===== config.mk =====
export PLATFORM = sky130hd
export DESIGN_NAME = status_indicator_watchdog_gate_core_flat
export DESIGN_NICKNAME = d
export VERILOG_FILES = /design/src/rtl/siwg_pkg.sv /design/src/rtl/siwg_if.sv /design/src/rtl/status_indicator_watchdog_gate_core.sv /design/src/flat_wrapper.sv
export SDC_FILE = /design/constraint.sdc
export NUM_CORES = 1
export LEC_CHECK = 0
export BUFFER_PORTS_ARGS = -buffer_cell sky130_fd_sc_hd__buf_2
export CAP_MARGIN = 30
export CORE_AREA = 2 2 195 197
export DETAILED_ROUTE_END_ITERATION = 7
export DIE_AREA = 0 0 197 199
export GPL_ROUTABILITY_DRIVEN = 0
export SYNTH_ARGS = -nofsm -noshare
export SYNTH_HDL_FRONTEND = slang
export SYNTH_SLANG_ARGS = --single-unit
export TNS_END_PERCENT = 10

===== constraint.sdc =====
create_clock -name clk_i -period 5.3 [get_ports clk_i]
set_input_delay 0.265 -clock clk_i [delete_from_list [all_inputs] [get_ports clk_i]]
set_output_delay 0.265 -clock clk_i [all_outputs]
set_load 0.01 [all_outputs]

===== src/rtl/siwg_pkg.sv =====
// ---------------------------------------------------------------------------
// siwg_pkg: shared types and constants for the status indicator watchdog gate
// Mode codes, register indexes, field widths and register reset values.
// ---------------------------------------------------------------------------
`timescale 1ns / 1ps
`default_nettype none

package siwg_pkg;

  localparam int unsigned ModeW    = 2;
  localparam int unsigned AgeW     = 32;
  localparam int unsigned AliveW   = 32;
  localparam int unsigned TickW    = 32;
  localparam int unsigned PatternW = 10;
  localparam int unsigned RepeatW  = 8;
  localparam int unsigned CfgIdxW  = 3;
  localparam int unsigned CfgDataW = 32;
  localparam int unsigned OwedW    = 2;
  // slot index as seen by the pattern lookup, covers up to 16 slots
  localparam int unsigned SlotIdxW = 4;
  localparam int unsigned SlotMax  = 16;

  typedef logic [ModeW-1:0] mode_t;

  localparam mode_t ModeDisabled = 2'd0;
  localparam mode_t ModeTeleop   = 2'd1;
  localparam mode_t ModeAuto     = 2'd2;
  localparam mode_t ModeFault    = 2'd3;

  typedef logic [CfgIdxW-1:0] cfg_idx_t;

  localparam cfg_idx_t RegLinkTimeout = 3'd0;
  localparam cfg_idx_t RegPatDisabled = 3'd1;
  localparam cfg_idx_t RegPatTeleop   = 3'd2;
  localparam cfg_idx_t RegPatAuto     = 3'd3;
  localparam cfg_idx_t RegPatFault    = 3'd4;
  localparam cfg_idx_t RegFaultRepeat = 3'd5;

  localparam logic [AgeW-1:0]     LinkTimeoutRst = 32'd250;
  localparam logic [PatternW-1:0] PatDisabledRst = 10'b0000011111;
  localparam logic [PatternW-1:0] PatTeleopRst   = 10'b0101010101;
  localparam logic [PatternW-1:0] PatAutoRst     = 10'b0000000101;
  localparam logic [PatternW-1:0] PatFaultRst    = 10'b1111111111;
  localparam logic [RepeatW-1:0]  FaultRepeatRst = 8'd10;

  localparam logic [OwedW-1:0] ChirpsOnEnable  = 2'd1;
  localparam logic [OwedW-1:0] ChirpsOnDisable = 2'd2;
  localparam logic [OwedW-1:0] ChirpsOnFault   = 2'd2;

endpackage : siwg_pkg

`default_nettype wire


===== src/rtl/siwg_if.sv =====
// ---------------------------------------------------------------------------
// siwg_in_if / siwg_out_if: valid/ready channels of the indicator gate
// Tick snapshot requests in, LED/chirp/refresh results out.
// ---------------------------------------------------------------------------
`timescale 1ns / 1ps
`default_nettype none

interface siwg_in_if;
  logic                           valid;
  logic                           ready;
  logic [siwg_pkg::ModeW-1:0]     mode;
  logic [siwg_pkg::AgeW-1:0]      link_age_ms;
  logic                           fault_held;
  logic [siwg_pkg::AliveW-1:0]    alive_count;

  modport source (output valid, mode, link_age_ms, fault_held, alive_count, input ready);
  modport sink   (input valid, mode, link_age_ms, fault_held, alive_count, output ready);
endinterface : siwg_in_if

interface siwg_out_if;
  logic valid;
  logic ready;
  logic led_mode_on;
  logic led_link_on;
  logic led_fault_on;
  logic chirp_now;
  logic refresh_watchdog;

  modport source (output valid, led_mode_on, led_link_on, led_fault_on, chirp_now,
                  refresh_watchdog, input ready);
  modport sink   (input valid, led_mode_on, led_link_on, led_fault_on, chirp_now,
                  refresh_watchdog, output ready);
endinterface : siwg_out_if

`default_nettype wire


===== src/rtl/status_indicator_watchdog_gate_core.sv =====
// ---------------------------------------------------------------------------
// status_indicator_watchdog_gate_core: heartbeat LED, chirp and watchdog gate
// A request accepted at one edge has its result registered at that edge.
// Throughput 1 request per cycle, set by the single result
// register, which frees whenever the downstream side takes it.
// Reset (async, active low) clears tick, slot, chirp queue and liveness state
// and loads the default timeout, blink masks and fault repeat period.
// ---------------------------------------------------------------------------
`timescale 1ns / 1ps
`default_nettype none

module status_indicator_watchdog_gate_core #(
  parameter int unsigned BLINK_SLOTS = 10
) (
  input  wire logic                             clk_i,
  input  wire logic                             rst_ni,
  input  wire logic                             cfg_we_i,
  input  wire logic [siwg_pkg::CfgIdxW-1:0]     cfg_idx_i,
  input  wire logic [siwg_pkg::CfgDataW-1:0]    cfg_wdata_i,
  siwg_in_if.sink                               req_i,
  siwg_out_if.source                            rsp_o
);

  localparam int unsigned SlotW = (BLINK_SLOTS > 1) ? $clog2(BLINK_SLOTS) : 1;
  localparam logic [SlotW-1:0] SlotLast = SlotW'(BLINK_SLOTS - 1);

  // configuration
  logic [siwg_pkg::AgeW-1:0]     link_timeout_q;
  logic [siwg_pkg::PatternW-1:0] pat_disabled_q, pat_teleop_q, pat_auto_q, pat_fault_q;
  logic [siwg_pkg::RepeatW-1:0]  fault_repeat_q;

  // tick state
  logic [siwg_pkg::TickW-1:0]    tick_q, tick_d;
  logic [SlotW-1:0]              slot_q, slot_d;
  siwg_pkg::mode_t               prev_mode_q, prev_mode_d;
  logic [siwg_pkg::OwedW-1:0]    owed_q, owed_d, owed_set;
  logic [siwg_pkg::TickW-1:0]    fault_tick_q, fault_tick_d;
  logic [siwg_pkg::AliveW-1:0]   last_alive_q, last_alive_d;

  // result register
  logic out_valid_q;
  logic led_mode_q, led_link_q, led_fault_q, chirp_q, refresh_q;
  logic led_mode_d, led_link_d, chirp_d, refresh_d;

  logic                             accept;
  logic [siwg_pkg::PatternW-1:0]    pattern;
  logic [siwg_pkg::SlotMax-1:0]     pattern_ext;
  logic [siwg_pkg::SlotIdxW-1:0]    slot_ext;
  logic [siwg_pkg::TickW-1:0]       since_fault;

  assign req_i.ready = !out_valid_q || rsp_o.ready;
  assign accept      = req_i.valid && req_i.ready;

  always_ff @(posedge clk_i or negedge rst_ni) begin
    if (!rst_ni) begin
      link_timeout_q <= siwg_pkg::LinkTimeoutRst;
      pat_disabled_q <= siwg_pkg::PatDisabledRst;
      pat_teleop_q   <= siwg_pkg::PatTeleopRst;
      pat_auto_q     <= siwg_pkg::PatAutoRst;
      pat_fault_q    <= siwg_pkg::PatFaultRst;
      fault_repeat_q <= siwg_pkg::FaultRepeatRst;
    end else if (cfg_we_i) begin
      unique case (cfg_idx_i)
        siwg_pkg::RegLinkTimeout: link_timeout_q <= cfg_wdata_i;
        siwg_pkg::RegPatDisabled: pat_disabled_q <= cfg_wdata_i[siwg_pkg::PatternW-1:0];
        siwg_pkg::RegPatTeleop:   pat_teleop_q   <= cfg_wdata_i[siwg_pkg::PatternW-1:0];
        siwg_pkg::RegPatAuto:     pat_auto_q     <= cfg_wdata_i[siwg_pkg::PatternW-1:0];
        siwg_pkg::RegPatFault:    pat_fault_q    <= cfg_wdata_i[siwg_pkg::PatternW-1:0];
        siwg_pkg::RegFaultRepeat: fault_repeat_q <= cfg_wdata_i[siwg_pkg::RepeatW-1:0];
        default: ;
      endcase
    end
  end

  always_comb begin
    unique case (req_i.mode)
      siwg_pkg::ModeTeleop: pattern = pat_teleop_q;
      siwg_pkg::ModeAuto:   pattern = pat_auto_q;
      siwg_pkg::ModeFault:  pattern = pat_fault_q;
      default:              pattern = pat_disabled_q;
    endcase
  end

  // slots past the mask width read dark
  assign pattern_ext = siwg_pkg::SlotMax'(pattern);
  assign slot_ext    = siwg_pkg::SlotIdxW'(slot_q);
  assign led_mode_d  = pattern_ext[slot_ext];
  assign led_link_d  = req_i.link_age_ms < link_timeout_q;

  assign refresh_d    = req_i.alive_count != last_alive_q;
  assign last_alive_d = refresh_d ? req_i.alive_count : last_alive_q;

  assign since_fault = tick_q - fault_tick_q;

  always_comb begin
    owed_set     = owed_q;
    fault_tick_d = fault_tick_q;
    prev_mode_d  = prev_mode_q;
    if (req_i.mode != prev_mode_q) begin
      prev_mode_d = req_i.mode;
      unique case (req_i.mode)
        siwg_pkg::ModeFault: begin
          owed_set     = siwg_pkg::ChirpsOnFault;
          fault_tick_d = tick_q;
        end
        siwg_pkg::ModeTeleop, siwg_pkg::ModeAuto: owed_set = siwg_pkg::ChirpsOnEnable;
        default: owed_set = siwg_pkg::ChirpsOnDisable;
      endcase
    end else if (req_i.mode == siwg_pkg::ModeFault &&
                 since_fault >= siwg_pkg::TickW'(fault_repeat_q)) begin
      owed_set     = siwg_pkg::ChirpsOnFault;
      fault_tick_d = tick_q;
    end
    // one chirp per tick at most
    chirp_d = owed_set != '0;
    owed_d  = chirp_d ? owed_set - 1'b1 : owed_set;
  end

  assign tick_d = tick_q + 1'b1;
  assign slot_d = (slot_q == SlotLast) ? '0 : slot_q + 1'b1;

  always_ff @(posedge clk_i or negedge rst_ni) begin
    if (!rst_ni) begin
      tick_q       <= '0;
      slot_q       <= '0;
      prev_mode_q  <= siwg_pkg::ModeDisabled;
      owed_q       <= '0;
      fault_tick_q <= '0;
      last_alive_q <= '0;
      out_valid_q  <= 1'b0;
    end else begin
      if (accept) begin
        tick_q       <= tick_d;
        slot_q       <= slot_d;
        prev_mode_q  <= prev_mode_d;
        owed_q       <= owed_d;
        fault_tick_q <= fault_tick_d;
        last_alive_q <= last_alive_d;
        out_valid_q  <= 1'b1;
      end else if (rsp_o.ready) begin
        out_valid_q  <= 1'b0;
      end
    end
  end

  always_ff @(posedge clk_i) begin
    if (accept) begin
      led_mode_q  <= led_mode_d;
      led_link_q  <= led_link_d;
      led_fault_q <= req_i.fault_held;
      chirp_q     <= chirp_d;
      refresh_q   <= refresh_d;
    end
  end

  assign rsp_o.valid            = out_valid_q;
  assign rsp_o.led_mode_on      = led_mode_q;
  assign rsp_o.led_link_on      = led_link_q;
  assign rsp_o.led_fault_on     = led_fault_q;
  assign rsp_o.chirp_now        = chirp_q;
  assign rsp_o.refresh_watchdog = refresh_q;

endmodule : status_indicator_watchdog_gate_core

`default_nettype wire

===== src/flat_wrapper.sv =====
// flat-port wrapper written by rule: the top's interface ports become plain ports
module status_indicator_watchdog_gate_core_flat 
#(
  parameter int unsigned BLINK_SLOTS = 10
)
  (clk_i, rst_ni, cfg_we_i, cfg_idx_i, cfg_wdata_i, req_i_valid, req_i_mode, req_i_link_age_ms, req_i_fault_held, req_i_alive_count, req_i_ready, rsp_o_valid, rsp_o_led_mode_on, rsp_o_led_link_on, rsp_o_led_fault_on, rsp_o_chirp_now, rsp_o_refresh_watchdog, rsp_o_ready);
  siwg_in_if req_i_i ();
  siwg_out_if rsp_o_i ();
  input  wire logic clk_i;
  input  wire logic rst_ni;
  input  wire logic cfg_we_i;
  input  wire logic [siwg_pkg::CfgIdxW-1:0] cfg_idx_i;
  input  wire logic [siwg_pkg::CfgDataW-1:0] cfg_wdata_i;
  input wire logic [$bits(req_i_i.valid)-1:0] req_i_valid;
  input wire logic [$bits(req_i_i.mode)-1:0] req_i_mode;
  input wire logic [$bits(req_i_i.link_age_ms)-1:0] req_i_link_age_ms;
  input wire logic [$bits(req_i_i.fault_held)-1:0] req_i_fault_held;
  input wire logic [$bits(req_i_i.alive_count)-1:0] req_i_alive_count;
  output wire logic [$bits(req_i_i.ready)-1:0] req_i_ready;
  output wire logic [$bits(rsp_o_i.valid)-1:0] rsp_o_valid;
  output wire logic [$bits(rsp_o_i.led_mode_on)-1:0] rsp_o_led_mode_on;
  output wire logic [$bits(rsp_o_i.led_link_on)-1:0] rsp_o_led_link_on;
  output wire logic [$bits(rsp_o_i.led_fault_on)-1:0] rsp_o_led_fault_on;
  output wire logic [$bits(rsp_o_i.chirp_now)-1:0] rsp_o_chirp_now;
  output wire logic [$bits(rsp_o_i.refresh_watchdog)-1:0] rsp_o_refresh_watchdog;
  input wire logic [$bits(rsp_o_i.ready)-1:0] rsp_o_ready;
  assign req_i_i.valid = req_i_valid;
  assign req_i_i.mode = req_i_mode;
  assign req_i_i.link_age_ms = req_i_link_age_ms;
  assign req_i_i.fault_held = req_i_fault_held;
  assign req_i_i.alive_count = req_i_alive_count;
  assign req_i_ready = req_i_i.ready;
  assign rsp_o_valid = rsp_o_i.valid;
  assign rsp_o_led_mode_on = rsp_o_i.led_mode_on;
  assign rsp_o_led_link_on = rsp_o_i.led_link_on;
  assign rsp_o_led_fault_on = rsp_o_i.led_fault_on;
  assign rsp_o_chirp_now = rsp_o_i.chirp_now;
  assign rsp_o_refresh_watchdog = rsp_o_i.refresh_watchdog;
  assign rsp_o_i.ready = rsp_o_ready;
  status_indicator_watchdog_gate_core #(.BLINK_SLOTS(BLINK_SLOTS)) u_core (.clk_i(clk_i), .rst_ni(rst_ni), .cfg_we_i(cfg_we_i), .cfg_idx_i(cfg_idx_i), .cfg_wdata_i(cfg_wdata_i), .req_i(req_i_i), .rsp_o(rsp_o_i));
endmodule

* Yosys cells after proc, flatten, opt, wreduce, memory -nomap -nowiden
Cells that the tools add are included.
** Storage, ports and cells
- Input bits :: 107
- Word-level logic and storage cells :: 68
- Flip-flop bits (word level) :: 190
- Output and inout port bits :: 7
** Operators by class
- Equality and inequality tests :: 12
- Multiplexer cells :: 13
- $lt $le $gt $ge :: 3
- Add/subtract/negate cells :: 4
- Reduce and logical (&&, ||, !) cells :: 18
** Operators with widths (number)
- $mux 32 :: 3
- $add 32x1->32 const B :: 1
- $ge 32x8->1 :: 1
- $lt 32x32->1 :: 1
- $ne 32x32->1 :: 1
- $sub 32x32->32 :: 1
- $pmux 10 s3 :: 1
- $reduce_and 2->1 :: 8
- $mux 2 :: 4
- $eq 3x2->1 const B :: 2
- $eq 3x3->1 const B :: 2
- $reduce_bool 2->1 :: 3
- $lt 4x5->1 const B :: 1
- $add 4x1->4 const B :: 1
- $bmux 1 s4 :: 1
- $eq 2x2->1 const B :: 2
- $eq 4x4->1 const B :: 1
- $mux 4 :: 1
- $eq 3x1->1 const B :: 1
- $logic_not 3->1 :: 1
- $mux 1 :: 3
- $reduce_and 3->1 :: 1
- $eq 2x1->1 const B :: 1
- $logic_and 1x1->1 :: 2
- other kinds (6) :: 6

* Depth between registers and ports, before layout
- Word-level depth :: 7
- Depth in mapped cells :: 19
- Depth with buffers taken out :: 18

* Least setup slack after synthesis
No wires, ideal clock.
- Path type :: register to register
- Start point :: reg u_core.tick_q[0] in the netlist's numbering
- End point :: reg u_core.fault_tick_q[0] in the netlist's numbering
- Required time :: 5.175 ns
- Setup time :: 0.125 ns
- Stages on the path, launching flop included :: 20
- Clock period less this slack :: 3.829 ns
- Data arrival time :: 3.704 ns
- Slack :: 1.471 ns
- Buffers on the path :: 1
- Cell sequence :: dfrtp_1 -> inv_1 -> ha_1 -> fa_1 -> nor2b_1 -> o21ba_2 -> nor2_1 -> xnor2_1 -> ha_1 -> a21oi_1 -> nand2_1 -> a211oi_1 -> o2111ai_1 -> nor4_1 -> nand4_1 -> nor4_2 -> nand4_2 -> nand3_4 -> buf_12 -> mux2_4
** Between the ends
- Cells in the longest elaborated chain, start to end :: 5
- Elaborated cells on any way between the ends :: 8
- Those cells by class :: add/sub: 1; order compare: 1; mux: 3; reduce/logical: 3
** RTL lines
- start: declaration :: RTL line status_indicator_watchdog_gate_core.sv:33 : logic [siwg_pkg::TickW-1:0] tick_q, tick_d;
- start signal: assignment :: RTL line status_indicator_watchdog_gate_core.sv:133 : tick_q <= tick_d;
- $sub 32x32->32 :: RTL line status_indicator_watchdog_gate_core.sv:93 : assign since_fault = tick_q - fault_tick_q;
- $ge 32x8->1 :: RTL line status_indicator_watchdog_gate_core.sv:110 : since_fault >= siwg_pkg::TickW'(fault_repeat_q)) begin
- $logic_and 1x1->1 :: RTL line status_indicator_watchdog_gate_core.sv:109 : end else if (req_i.mode == siwg_pkg::ModeFault &&
- $reduce_bool 2->1 (no source line)
- $reduce_and 3->1 (no source line)
- end signal: assignment :: RTL line status_indicator_watchdog_gate_core.sv:137 : fault_tick_q <= fault_tick_d;
- end: declaration :: RTL line status_indicator_watchdog_gate_core.sv:37 : logic [siwg_pkg::TickW-1:0] fault_tick_q, fault_tick_d;
Several ways; a longest one is shown, not always the timed one. The select of a mux whose other input is x is not followed.
A chain may end at the register's enable or synchronous reset.

* Worst setup path in the final report
- Start point :: reg u_core.tick_q[0] in the netlist's numbering
- End point :: reg u_core.fault_tick_q[18] in the netlist's numbering
** Between the ends
- Cells in the longest elaborated chain, start to end :: 5
** RTL lines (RTL line)
- $sub 32x32->32 :: status_indicator_watchdog_gate_core.sv:93
- $ge 32x8->1 :: status_indicator_watchdog_gate_core.sv:110
- $logic_and 1x1->1 :: status_indicator_watchdog_gate_core.sv:109
- $reduce_bool 2->1 (no source line)
- $reduce_and 3->1 (no source line)
No other way between the ends.

==> results.md <==
- Status: completed
- Post-synth EDFFs: 5
- TritonCTS clock tree: built
- Core ar.: 37,100 um^2
- Worst slew pin tran: between 0.7 and 0.8 ns
- CTS buffer count: 17
- # port buffers: between 100 and 150
- Post-CTS setup buffers: 0
- Worst vdd ir: roughly 0.25 mV
- ANT nets after route: 0
- Synth Area in Compound Gates: approximately an eighth
- Die Width: around 200 um
- # IOs: between 100 and 150
- Max_cap viols: 0
- Vias in the first global route: about 8,500
- RSZ-0062 raised after global routing: no
- WL final: about 26 mm
- Cells after synthesis: 1,099
- Final std cells w/o fill: 1,697
- Yosys top cell by area: dfrtp_1
- Main combinational cell family by area after synthesis: compound AO/OA/AOI/OAI gates
- Number of setup violations in the final report: 0
- Place WS: ~0.72 ns
- Simple-gate share of the synthesized area: 12.2%
- Async SR Flop Fraction: around 100%
- Fraction of the yosys area taken by sequential cells: approximately 42%
- Die area: about 39,000 um^2
- Final hold vios: 0
- Max-slew headroom: 50.2%
- Count leader, synth: dfrtp_1
- DRT Pass-1 Iters: 5
- Synth Warn #: 0
- Worst-skew pair later-pin latency: between 0.4 and 0.5 ns
- Post-Synth Adder-Cell Area: 8.40%
- First-pass GRT wire length: approximately 44 mm
- Synth cell types: 83
- Worst EP arrival: approximately 5 ns
- Violation count after the first detailed-route iteration: ~490
- Clock Sinks: 190
- Crit path time final: ~4.6 ns
- Fmax: 219 MHz
- CP delay by family, top: simple AND/OR/NAND/NOR gates
- Initial antenna violation count: 2
- Total gr overflow: 0
- H-tree depth reported by CTS: 4
- CP Launch Type: flip-flop
- HPWL after DPL: about 19 mm
- WP data required: roughly 5.6 ns
- Hold WS: between 0.02 and 0.03 ns
- Remaining DRCs: 0
- Die height: between 150 and 200 um
- Vias: around 8,400
- Syn avg cell area: roughly 10 um^2
- Largest cells by area after synthesis: dfrtp_1, ha_1, mux2_2
- Placed insts: approximately 1,700
- Seq cells post-synth: 190
- Worst-path cell chain: inv_1 -> ha_1 -> fa_1 -> nor2b_1 -> o21ba_2 -> nor2_1 -> xnor2_1 -> ha_1 -> a21oi_1 -> nand2_1 -> a211oi_1 -> o2111ai_1 -> nor4_1 -> nand4_1 -> nor4_2 -> nand4_2 -> nand3_4 -> mux2_2
- Fin crit share: between 80% and 90%
- Commonest cells post-synth: dfrtp_1, inv_1, nand2_1, mux2_2, ha_1
- Reg power frac: roughly 36%
- Slowest stage delay, CP: ~0.56 ns
- Largest net degree at the start of global routing: ~110
- Synth Area in XOR/XNOR: 6.45%
- Clk_skew: 0.0295 ns
- Cell Rows: 71
- Post-synth top area share: ~34%
- Clk slew on worst S/H paths: roughly 0.07 ns
- Final WS setup: around 0.74 ns
- Setup TNS: 0 ns
- Crit. End Element: flip-flop
- Vias per cell: just under 5
- Clk buf depth: 2
- CP bufs+invs: 1
- Ys flop type: dfrtp_1
- Starting Density: a little under a third
- Final Core Density: approximately 35%
- Post-synthesis cell area: around 11,000 um^2
- Pint: 3.43 mW
- CTS resizes: 0
- Final Max Slew Viols: 0
- Net Count, Synth: 1,282
- Clock power share: 24.4%
- P per Cell Area: 404 nW/um^2
- Leak: slightly above 6 nW
- Root Driver: clkbuf_16
- CP max FO: 32
- Mux cell area share after synthesis: between 10% and 20%
- Area Overhead vs Synth: 15.2%
- Most common cell on crit path: ha_1
- Share of layout cells above drive strength 1: ~26%
- DR WL/cell: between 15 and 20 um
- Slowest CP cell: nand3_4
- Combinational share of power: 39.9%
- Setup CP Type: flip-flop to flip-flop
- Switch share: 35.5%
- GRT Total Usage: approximately 14%
- Nets: ~1,400
- Worst Hold Class: input pin to flip-flop
- P_sw: approximately 1.9 mW
- Post-CTS Hold Buffers: 7
==> worst register-to-register path: cells and delay by family, from the launching register on <==
family                   cells  cell delay [ns]
multiplexers                 1             0.43
buffers and inverters        1             0.11
adder cells (fa/ha/maj)      3             0.96
AND/OR/NAND/NOR              8             1.67
flip-flops                   1             0.47
XOR/XNOR                     1             0.12
AO/OA/AOI/OAI                4             0.69
==> layer usage <==
metal	wire length, um	GRT usage (%)
met1	12200	18.3
met2	12700	23.5
met3	784	2.09
met4	457	4.48
met5	0	0
==> kinds of logic after synthesis <==
| logic type | after synthesis |
|---|---|
| flip-flops | 190 |
| buffers and inverters | 132 |
| adder cells (fa/ha/maj) | 76 |
| AO/OA/AOI/OAI | 222 |
| AND/OR/NAND/NOR | 279 |
| multiplexers | 116 |
| XOR/XNOR | 84 |
==> flip-flops by register name, indices dropped and copies added (netlist names), 4 cells and up <==
register / count
u_core.pat_auto_q: 10
u_core.pat_disabled_q: 10
u_core.fault_repeat_q: 8
u_core.pat_teleop_q: 10
u_core.link_timeout_q: 32
u_core.slot_ext: 4
u_core.tick_q: 32
u_core.last_alive_q: 32
u_core.fault_tick_q: 32
u_core.pat_fault_q: 10
==> final cells by class <==
type,instances,area [um^2]
Tap cell,474,593
Fill cell,3729,24000
Timing Repair Buffer,129,749
Clock buffer,20,468
Clock inverter,12,121
Antenna cell,2,5.00
Multi-Input combinational cell,777,6040
Inverter,93,349
Sequential cell,190,4820
==> worst paths after layout <==
| kind | from | to | slack, ns | depth (start not counted) |
|---|---|---|---|---|
| setup / recovery | u_core.tick_q[0]$_DFFE_PN0P_ | u_core.fault_tick_q[18]$_DFFE_PN0P_ | 0.74 | 18 |
| hold / removal | req_i_valid | u_core.rsp_o.valid$_DFFE_PN0P_ | 0.03 | 2 |
| setup reg to reg | u_core.tick_q[0]$_DFFE_PN0P_ | u_core.fault_tick_q[18]$_DFFE_PN0P_ | 0.74 | 18 |
| hold reg to reg | u_core.pat_disabled_q[3]$_DFFE_PN1P_ | u_core.pat_disabled_q[3]$_DFFE_PN1P_ | 0.50 | 2 |
| max in group asynchronous | rst_ni | u_core.last_alive_q[10]$_DFFE_PN0P_ | 3.95 | 4 |
| min in group asynchronous | rst_ni | u_core.link_timeout_q[15]$_DFFE_PN0P_ | 0.23 | 2 |
==> per-stage QoR <==
stage               area, um^2  power [mW]
floorplan                11400        3.50
global placement         12400        3.97
detailed placement       12500        4.02
CTS                      13100        5.35
global route             13100        5.69
finish                   13100        5.31
==> cell usage in the layout, fill, tap and decap left out, drive strengths merged, types with 7 or more instances in the layout <==
master	n
dfrtp	155
buf	122
mux2	106
inv	98
nand2	90
ha	75
o21ai	66
xnor2	62
nor2	60
a21oi	48
nand4	32
dfstp	30
a21o	27
nand3	26
xor2	22
clkbuf	20
nor3	13
a222oi	10
a211oi	10
o211ai	8
nand2b	8
nor2b	7
and3	7
mux2i	7
dlygate4sd3	7
nor4	7
==> power groups by stage <==
stage / Clock, mW / Combinational [mW] / Sequential, mW
after floorplan: 0 / 1.63 / 1.87
after global placement: 0 / 2.06 / 1.91
after detailed placement: 0 / 2.10 / 1.92
after CTS: 1.34 / 2.11 / 1.89
after global routing: 1.39 / 2.37 / 1.93
final: 1.30 / 2.12 / 1.90
(Power assumes the default switching activity.)
